==> src/rtl/core/stkps_pkg.sv <==
`timescale 1ns / 1ps
// ----------------------------------------------------------------------------
// stkps_pkg
// Shared types and constants of the scored top-k peer select core.
// ----------------------------------------------------------------------------
package stkps_pkg;

  // Widths fixed by the record formats
  localparam int KEY_W        = 64;
  localparam int WORD_W       = 32;
  localparam int SCORE_W      = 17;
  localparam int LIMIT_W      = 5;
  localparam int FOUND_W      = 5;

  // Default list depth and reset value of the limit register
  localparam int               MAX_KEEP_DEF = 16;
  localparam logic [LIMIT_W-1:0] LIMIT_RST  = 5'd16;

  // Score terms
  localparam int SCORE_BASE = 100000;
  localparam int OK_CAP     = 50;
  localparam int OK_CAP_W   = 6;
  localparam int SUM_W      = 18;

  // Divide by 1000 as multiply by reciprocal: q = (avg * DIV_MUL) >> DIV_SHIFT,
  // exact for every 32-bit avg.
  localparam logic [WORD_W-1:0] DIV_MUL   = 32'd2199023256;
  localparam int                DIV_SHIFT = 41;
  localparam int                PROD_W    = 2 * WORD_W;
  localparam int                Q_W       = PROD_W - DIV_SHIFT;

  // One input transaction
  typedef struct packed {
    logic [KEY_W-1:0]  peer_key_hi;
    logic [KEY_W-1:0]  peer_key_lo;
    logic [KEY_W-1:0]  service_bits;
    logic [WORD_W-1:0] handshake_usec;
    logic [WORD_W-1:0] ok_count;
    logic [WORD_W-1:0] fail_count;
    logic [WORD_W-1:0] avg_chunk_usec;
    logic              last_entry;
  } in_t;

  // One output transaction
  typedef struct packed {
    logic               result_valid;
    logic [KEY_W-1:0]   best_key_hi;
    logic [KEY_W-1:0]   best_key_lo;
    logic [KEY_W-1:0]   best_services;
    logic [WORD_W-1:0]  best_latency_usec;
    logic [WORD_W-1:0]  best_ok_count;
    logic [WORD_W-1:0]  best_fail_count;
    logic [WORD_W-1:0]  best_avg_chunk;
    logic [SCORE_W-1:0] best_score;
    logic               last_result;
    logic [FOUND_W-1:0] found_count;
  } out_t;

  // Scored record as held in one list slot
  typedef struct packed {
    logic [KEY_W-1:0]   key_hi;
    logic [KEY_W-1:0]   key_lo;
    logic [KEY_W-1:0]   services;
    logic [WORD_W-1:0]  latency;
    logic [WORD_W-1:0]  ok;
    logic [WORD_W-1:0]  fail;
    logic [WORD_W-1:0]  avg_chunk;
    logic [SCORE_W-1:0] score;
  } slot_t;

  // Per-cell control from the list controller
  typedef struct packed {
    logic occupied;
    logic insert;
    logic shift_down;
  } cell_ctl_t;

  // Status of the scoring pipeline
  typedef struct packed {
    logic valid;
    logic keep;
    logic last;
    logic pend_last;
  } scr_stat_t;

endpackage

==> src/rtl/core/stkps_cell.sv <==
`timescale 1ns / 1ps
// ----------------------------------------------------------------------------
// stkps_cell
// One slot of the sorted list: compares against the incoming score, shifts
// up on insertion and down on emission.
// ----------------------------------------------------------------------------
module stkps_cell (
  input  logic                 clk,
  input  stkps_pkg::cell_ctl_t ctl,
  input  stkps_pkg::slot_t     new_rec,
  input  stkps_pkg::slot_t     left_rec,
  input  logic                 left_ge,
  input  stkps_pkg::slot_t     right_rec,
  output stkps_pkg::slot_t     rec,
  output logic                 ge
);
  import stkps_pkg::*;

  slot_t slot;

  // Kept entry stays ahead of the new one on equal score
  assign ge  = ctl.occupied && (slot.score >= new_rec.score);
  assign rec = slot;

  // Shift down on emission; on insertion take from left or take new record
  always_ff @(posedge clk) begin
    if (ctl.shift_down) begin
      slot <= right_rec;
    end else if (ctl.insert) begin
      if (!left_ge) begin
        slot <= left_rec;
      end else if (!ge) begin
        slot <= new_rec;
      end
    end
  end

endmodule

==> config.mk <==
export PLATFORM = sky130hd
export DESIGN_NAME = stkps_cell
export DESIGN_NICKNAME = d
export VERILOG_FILES = /design/src/rtl/core/stkps_pkg.sv /design/src/rtl/core/stkps_cell.sv
export SDC_FILE = /design/constraint.sdc
export NUM_CORES = 1
export LEC_CHECK = 0
export ABC_AREA = 1
export BUFFER_PORTS_ARGS = -buffer_cell sky130_fd_sc_hd__buf_4
export CORE_AREA = 4 4 526 528
export CTS_BUF_LIST = sky130_fd_sc_hd__clkbuf_8 sky130_fd_sc_hd__clkbuf_16
export DETAILED_ROUTE_END_ITERATION = 6
export DIE_AREA = 0 0 530 532
export GPL_ROUTABILITY_DRIVEN = 0
export MAX_ROUTING_LAYER = met4
export PLACE_DENSITY = 0.31
export SYNTH_ARGS = -nofsm -noshare
export SYNTH_HDL_FRONTEND = slang
export SYNTH_SLANG_ARGS = --single-unit
==> constraint.sdc <==
create_clock -name clk -period 13 [get_ports clk]
set_input_delay 1.95 -clock clk [delete_from_list [all_inputs] [get_ports clk]]
set_output_delay 1.95 -clock clk [all_outputs]
set_load 0.01 [all_outputs]
After elaboration in Yosys (flattened, before gate mapping)
Cells that the tools add are included.

storage, ports and cells
  register bits = 337
  input bits = 1016
  output and inout port bits = 338
  word-level logic and storage cells = 17

cells by class
  $lt $le $gt $ge = 1
  reduce and logical (&&, ||, !) cells = 3
  equal/unequal tests = 1
  multiplexer cells = 4

operators by type and width
  kind                                  number
  two-way mux 337 bit                   4
  >= comparator 17 bit                  1
  != test 3 bit, second input constant  1
  AND reduction 2 bit                   1
  nonzero test 2 bit                    1
  logical AND 1 bit                     1

Longest topological paths before layout
Gate-level depths: netlist of the first run.

  depth after elaboration = 6
  mapped depth = 13
  depth with buffers taken out = 13

Worst setup path before layout of the first run
OpenSTA, ideal clock, no wires.

  kind = input-to-reg
  start = input new_rec[16] (netlist name)
  end = register slot (netlist bit rec[0]), enable pin
  arrival = 9285 ps
  setup slack = 3028 ps
  stages on the path = 10
  path buffers = 0
  cell sequence = inv_1 ha_1 a21o_1 nor2_1 nand2_1 nor2_1 nand2_1 nand3_1 nand2_1 inv_1

between the ends
  longest elaborated chain between the ends = 4

RTL lines
  what                                  RTL line          RTL
  start, declared                       stkps_cell.sv:10  input stkps_pkg::slot_t new_rec,
  >= comparator 17 bit                  stkps_cell.sv:22  assign ge = ctl.occupied && (slot.score >= new_rec.score);
  logical AND 1 bit                     stkps_cell.sv:22
  != test 3 bit (no source line)        -
  AND reduction 2 bit (no source line)  -
  end signal, assigned                  stkps_cell.sv:28  slot <= right_rec;
  end signal, assigned                  stkps_cell.sv:31  slot <= left_rec;
  end signal, assigned                  stkps_cell.sv:33  slot <= new_rec;
  end, declared                         stkps_cell.sv:19  slot_t slot;

No other way between the ends.
A chain may end at the register's enable or synchronous reset.

Final worst setup path of the first run
  start = input new_rec[15] (netlist name)
  end = output ge

between the ends
  longest elaborated chain between the ends = 2

RTL lines
  what                  RTL line          RTL
  >= comparator 17 bit  stkps_cell.sv:22
  logical AND 1 bit     stkps_cell.sv:22
  end, declared         stkps_cell.sv:15  output logic ge

No other way between the ends.

==> results of run 1 <==
-- path summary, 6_finish.rpt --
check,slack [ns],end,depth (start not counted)
worst min register to register,1.46,rec[6],9
worst min-delay path,1.46,rec[6],9
worst max register to register,9.02,rec[189],14
worst max-delay path,7.80,ge,10
-- kinds of logic (layout without fill, tap and decap cells) --
| logic type | Yosys count | after routing | synth area share, % |
|---|---|---|---|
| AND/OR/NAND/NOR | 713 | 713 | 15.4 |
| buffers and inverters | 178 | 1500 | 5.40 |
| flip-flops | 337 | 337 | 58.3 |
| adder cells (fa/ha/maj) | 17 | 17 | 1.22 |
| other | 0 | 42 | 0 |
| AO/OA/AOI/OAI | 681 | 681 | 19.7 |
-- synthesized netlist by cell type --
cell | n | area (sq um)
a21boi_0 | 1 | 7.51
a21o_1 | 2 | 15.0
a21oi_1 | 678 | 3390
buf_2 | 130 | 651
buf_4 | 9 | 67.6
buf_6 | 9 | 101
clkbuf_1 | 2 | 7.51
clkinv_2 | 1 | 5.00
clkinv_4 | 1 | 8.76
edfxtp_1 | 337 | 10100
ha_1 | 17 | 213
inv_1 | 26 | 97.6
nand2_1 | 364 | 1370
nand3_1 | 2 | 10.0
nor2_1 | 346 | 1300
or2_2 | 1 | 6.26
-- power by group --
group | switching, mW | internal (mW) | total, mW
sequential | 0.0498 | 1.34 | 1.39
clock | 0.636 | 0.775 | 1.41
combinational | 0.541 | 0.401 | 0.943
total | 1.23 | 2.52 | 3.74
-- worst min-delay path, delay by kind of cell (launching register included) --
family / cells / cell delay (ns)
buffers and inverters: 1 / 0.17
flip-flops: 1 / 0.37
AND/OR/NAND/NOR: 6 / 0.47
adder cells (fa/ha/maj): 1 / 0.15
AO/OA/AOI/OAI: 1 / 0.08
-- cell type report --
| class | instances | share of cell area [%] |
|---|---|---|
| clock inverter | 40 | 0.639 |
| clock buffer | 55 | 4.16 |
| antenna | 42 | 0.317 |
| timing repair buffer | 1377 | 31.3 |
| sequential | 337 | 30.6 |
| tap | 3589 | 13.6 |
| inverter | 28 | 0.416 |
| multi-input combinational | 1411 | 19.1 |
-- stage by stage --
stage	utilization [%]	power, mW	cells	setup WS, ns	instance area [sq um]
after global placement	11.5	2.40	6742	7.32	31400
after global routing	12.2	3.95	6878	7.71	33100
after floorplan	-	1.69	1926	3.03	17400
final	12.2	3.74	6879	7.80	33100
after CTS	12.1	3.88	6837	7.77	33000
after detailed placement	11.5	2.39	6742	7.33	31400
-- per-layer routing --
metal  up-vias  part of all wire, %
met2      1291                   47
met5         -                    0
li1       9345                    -
met3       282                   13
met1     10237                   37
met4         0                  3.3
==> metrics.md, run 1 <==
| Metric | Value |
|---|---|
| Hold Startpoint | `rec[16]` |
| Worst flop-to-flop path startpoint | `rec[3]` |
| TritonCTS Sinks | `around 340` |
| P&R area growth vs syn | `90.7%` |
| Number of distinct library cells after synthesis | `16` |
| # fillers | `around 32000` |
| Fin crit share | `between 40% and 50%` |
| Startpoint Class | `input port` |
| Lkg Pwr | `about 14 nW` |
| Longest Clk Path Bufs | `3` |
| Synthesized flop and latch total | `around 340` |
| Seq/Total Area, Yosys | `roughly three fifths` |
| Clock-pin slew on the worst setup and hold paths | `about 0.060 ns` |
| Setup violators final | `0` |
| M3 GR Usage | `7.69%` |
| IO Count | `1354` |
| Final Hold Vio Count | `0` |
| CP startpoint | `new_rec[15]` |
| Hold Buf Count CTS | `0` |
| CTS resizes | `0` |
| Mapped Area | `around 17000 sq um` |
| CTS buffer count | `53` |
| Maximum VDD drop | `around 0.000092 V` |
| Slew HR | `29.7%` |
| Max Clock Freq | `a little under 200 MHz` |
| Detailed placement HPWL | `about 170 mm` |
| Clk Latency, worst-skew pair | `between 0.6 and 0.7 ns` |
| Largest net degree at the start of global routing | `between 100 and 150` |
| Rows | `approximately 190` |
| CTS tree | `yes` |
| Post-route ant nets | `0` |
| Slowest cell on crit path | `ha_1` |
| CP required | `about 11 ns` |
| CP bufs+invs | `3` |
| # H-tree levels | `2` |
| Most frequent cells in the layout | `buf_4 (1374), a21oi_1 (678), nand2_1 (364)` |
| Worst-path maximum fanout | `2` |
| GR Layer Usage met2 | `between 20% and 30%` |
| PD cells | `between 100 and 150 nW/um^2` |
| Crit path top cell by count | `nor2_1` |
| Tmin final | `between 5 and 6 ns` |
| Post-route setup TNS | `0 ns` |
| Grt ovf | `0` |
| Clock Root Buffer | `clkbuf_16` |
| Crit Path Category | `in2out` |
| Drt wl/cell | `a little under 30 microns` |
| Cell count after synthesis | `~1900` |
| GRT Max-Usage Layer | `met2` |
| First-pass GRT wire length | `between 200 and 250 mm` |
| Hold_ws | `roughly 1.5 ns` |
| CP cell instances | `buf_4 > inv_1 > ha_1 > nand2_1 > nor2_1 > nand2_1 > nor2_1 > nor2_1 > a21boi_0 > buf_4` |
| Kind of end point of the critical path | `output pin` |
| Max FFs per register | `337` |
| I/O Buffers | `~1400` |
| First-pass iteration count of the detailed router | `5` |
| Vias | `between 20000 and 25000` |
| Avg Cell Area, Syn | `around 9.0 sq um` |
| Syn Nets | `between 2000 and 3000` |
| Multi-input logic area | `between 6000 and 7000 sq um` |
| RSZ-0062 raised after global routing | `no` |
| DRC viols | `0` |
| Crit-path leading delay family | `simple AND/OR/NAND/NOR gates` |
| Slowest stage delay, CP | `about 0.28 ns` |
| Seq. cell area | `~10000 sq um` |
| Initial DRC Count | `roughly 1100` |
| Share of layout cells above drive strength 1 | `44.7%` |
| Crit path DAT | `3.25 ns` |
| Max Cap Violations | `0` |
| Nets | `4241` |
| Worst min-delay path class | `reg2reg` |
| Commonest non-fill, non-tap cell in the layout | `buf_4` |
| Yosys warnings | `0` |
| Die height | `between 500 and 600 microns` |
| Status | `finished, final reports clean` |
| Core region area | `around 270000 sq um` |
| Die Footprint | `approximately 280000 sq um` |
| Post-CTS setup buffer count | `0` |
| GR Util All Layers | `13.8%` |
| Total length of routed wires | `between 150 and 200 mm` |
| Via density per instance | `3.08` |
| Initial antenna violation count | `between 100 and 150` |
| Die width | `530 microns` |
| Worst Tran Pin Value | `1.05 ns` |
| GR met1 Demand/Resource | `roughly 14%` |
| Initial Utilization | `under 10%` |
| Vias in the first global route | `roughly 23000` |
| Max-slew violation count | `0` |
| Clk_skew | `~0.020 ns` |
No activity file was read; power rests on OpenSTA's default activity.
==> run 2, diff against run 1 <==
clock period = 5.2 ns   (was 13 ns; I/O delays follow)
==> run 2 against run 1 <==
Net effect: non-clock buffer count increased by 17; largest cell class unchanged; flip-flop and latch count unchanged; routed wire length decreased by 2.2%; clock skew increased by 0.015 ns; critical endpoint unchanged; count of clock-buffer cells in the layout decreased by 3; register-to-register slack got worse by 6.7 ns; clock power increased by 150%; die area unchanged; combinational power increased by 150%; cell area increased by 1.1%; sequential power increased to 2.5 times the previous value.
==> metrics.md, run 2 (synthesis gave the netlist of run 1 again) <==
| Metric | Value |
|---|---|
| Max FFs per register | `337 (unchanged)` |
| Max Clock Freq | `about 310 MHz` |
| Detailed placement HPWL | `167 mm (-2.0%)` |
| Core region area | `272000 sq um (unchanged)` |
| Hold Buf Count CTS | `0 (unchanged)` |
| Post-Place Cells | `6759 (+0.25%)` |
| CTS tree | `yes` |
| Initial antenna violation count | `116 (-11%)` |
| Crit path DAT | `2.40 ns (-0.85 ns)` |
| P&R area growth vs syn | `92.8%` |
| Longest Clk Path Bufs | `3 (unchanged)` |
| Fin cells | `6901 (+0.32%)` |
| Commonest non-fill, non-tap cell in the layout | `buf_4` |
| Lkg Pwr | `13.7 nW (+0.83%)` |
| Final WS setup | `2.02 ns (-5.78 ns)` |
| Post-route ant nets | `0 (unchanged)` |
| Share of layout cells above drive strength 1 | `45.6% (+0.82 points)` |
| Clock Power Share | `37.6% (about the same)` |
| Rows | `192 (unchanged)` |
| First-pass GRT wire length | `243 mm (-1.3%)` |
| Max-slew violation count | `0 (unchanged)` |
| Max Cap Violations | `0 (unchanged)` |
| Worst-path maximum fanout | `2 (unchanged)` |
| Slew HR | `35.8% (+6.1 points)` |
| Sw Share | `32.2% (-0.61 points)` |
| Fin crit share | `61.1%` |
| Die height | `532 microns (unchanged)` |
| IO Count | `1354 (unchanged)` |
| I/O Buffers | `1353 (unchanged)` |
| Drt wl/cell | `28.2 microns (-2.5%)` |
| Most frequent cells in the layout | `buf_4 (1382), a21oi_1 (678), nand2_1 (362)` |
| Tmin final | `3.18 ns` |
| Total length of routed wires | `194 mm (-2.2%)` |
| Clock-pin slew on the worst setup and hold paths | `0.06 ns (about the same)` |
| CP required | `4.42 ns (-6.63 ns)` |
| Final Hold Vio Count | `0 (unchanged)` |
| Grt ovf | `0 (unchanged)` |
| Seq. cell area | `10100 sq um (unchanged)` |
| Clk_skew | `0.0349 ns (+0.0148 ns)` |
| Initial Utilization | `6.38% (unchanged)` |
| Multi-input logic area | `6400 sq um (+1.5%)` |
| Die Footprint | `282000 sq um (unchanged)` |
| Status | `finished, final reports clean` |
| First-pass iteration count of the detailed router | `5 (unchanged)` |
| Vias in the first global route | `22450 (-0.67%)` |
| Total power draw | `9.35 mW (+150%)` |
| Maximum VDD drop | `0.000254 V (+180%)` |
| CTS resizes | `0 (unchanged)` |
| GR Util All Layers | `13.5% (-0.26 points)` |
| Largest net degree at the start of global routing | `126 (+13%)` |
| DRC viols | `0 (unchanged)` |
| PD cells | `279 nW/um^2 (+150%)` |
| Startpoint Class | `flip-flop` |
| Worst Tran Pin Value | `0.962 ns (-0.0920 ns)` |
| Post-CTS setup buffer count | `0 (unchanged)` |
| RSZ-0062 raised after global routing | `no` |
| Worst min-delay path class | `in2reg` |
| Internal power | `6.34 mW (+150%)` |
| Vias | `21237 (+0.39%)` |
| Initial DRC Count | `1251 (+10%)` |
| Via density per instance | `3.08 (about the same)` |
| Net Sw Power | `3.01 mW (+150%)` |
| TritonCTS Sinks | `337 (unchanged)` |
| Clk Latency, worst-skew pair | `0.68 ns (about the same)` |
| Crit Path Category | `reg2out` |
| Nets | `4257 (+0.38%)` |
| Combinational share of power | `25.1% (about the same)` |
| Setup violators final | `0 (unchanged)` |
| # H-tree levels | `2 (unchanged)` |
| Clock Root Buffer | `clkbuf_16` |
| # fillers | `31665 (+0.13%)` |
| DP Worst Slack | `1.78 ns (-5.56 ns)` |
| Flop pwr share | `37.3% (+0.2 points)` |
| Die width | `530 microns (unchanged)` |
| CTS buffer count | `52 (-1.9%)` |
| Kind of end point of the critical path | `output pin` |
## run 2: changes by cell type in the layout (fill, tap and decap cells not counted), sizes merged
cell	delta
clkbuf	-3
clkinvlp	-2
bufinv	+2
buf	+17
inv	+1
clkinv	+1
diode	+6
## run 2: power by group through the flow
stage                     combinational, mW  clock (mW)  sequential [mW]
after floorplan                       0.549           0             3.66
after global placement                 2.45           0             3.55
after detailed placement               2.44           0             3.55
after CTS                              2.44        3.70             3.50
after global routing                   2.56        3.78             3.51
final                                  2.35        3.51             3.49
## run 2: final timing paths
kind | depth (start not counted) | slack (ns) | startpoint | to
hold reg to reg | 10 | 1.67 | rec[6] | rec[6]
setup / recovery | 8 | 2.02 | rec[16] | ge
setup reg to reg | 11 | 2.32 | rec[16] | rec[2]
hold / removal | 3 | 0.43 | right_rec[303] | rec[303]
## run 2: final cells by class
cell class / instances / area share, %
Sequential cell: 337 / 30.2
Inverter: 28 / 0.430
Clock buffer: 52 / 3.89
Timing Repair Buffer: 1394 / 31.7
Clock inverter: 42 / 0.893
Multi-Input combinational cell: 1411 / 19.1
Antenna cell: 48 / 0.359
Tap cell: 3589 / 13.4
## run 2: worst max-delay path: stages, from the launching register on
cell and delay (ns):
edfxtp_1 0.51, ha_4 0.32, nand2_1 0.06, nor2_1 0.12, nand2_1 0.11, nor2_1 0.10
nor2_1 0.06, a21boi_0 0.26, buf_4 0.19
## run 2: routing by layer
layer / track usage, % / routed length (microns) / vias up
met5: - / 0 / -
met4: 3.66 / 5980 / 0
met3: 6.42 / 22000 / 225
met2: 22.3 / 92500 / 1287
met1: 14.3 / 73900 / 10335
li1: - / - / 9390
## run 2: through the flow
stage	TNS, ns	utilization, %	hold WS (ns)	instance area, sq um
6_report	0	12.3	0.431	33500
4_1_cts	0	12.2	0.321	33400
3_5_place_dp	0	11.7	1.11	31800
5_1_grt	0	12.3	0.368	33500
2_1_floorplan	-628.13	-	1.01	17500
3_3_place_gp	0	11.7	1.11	31800
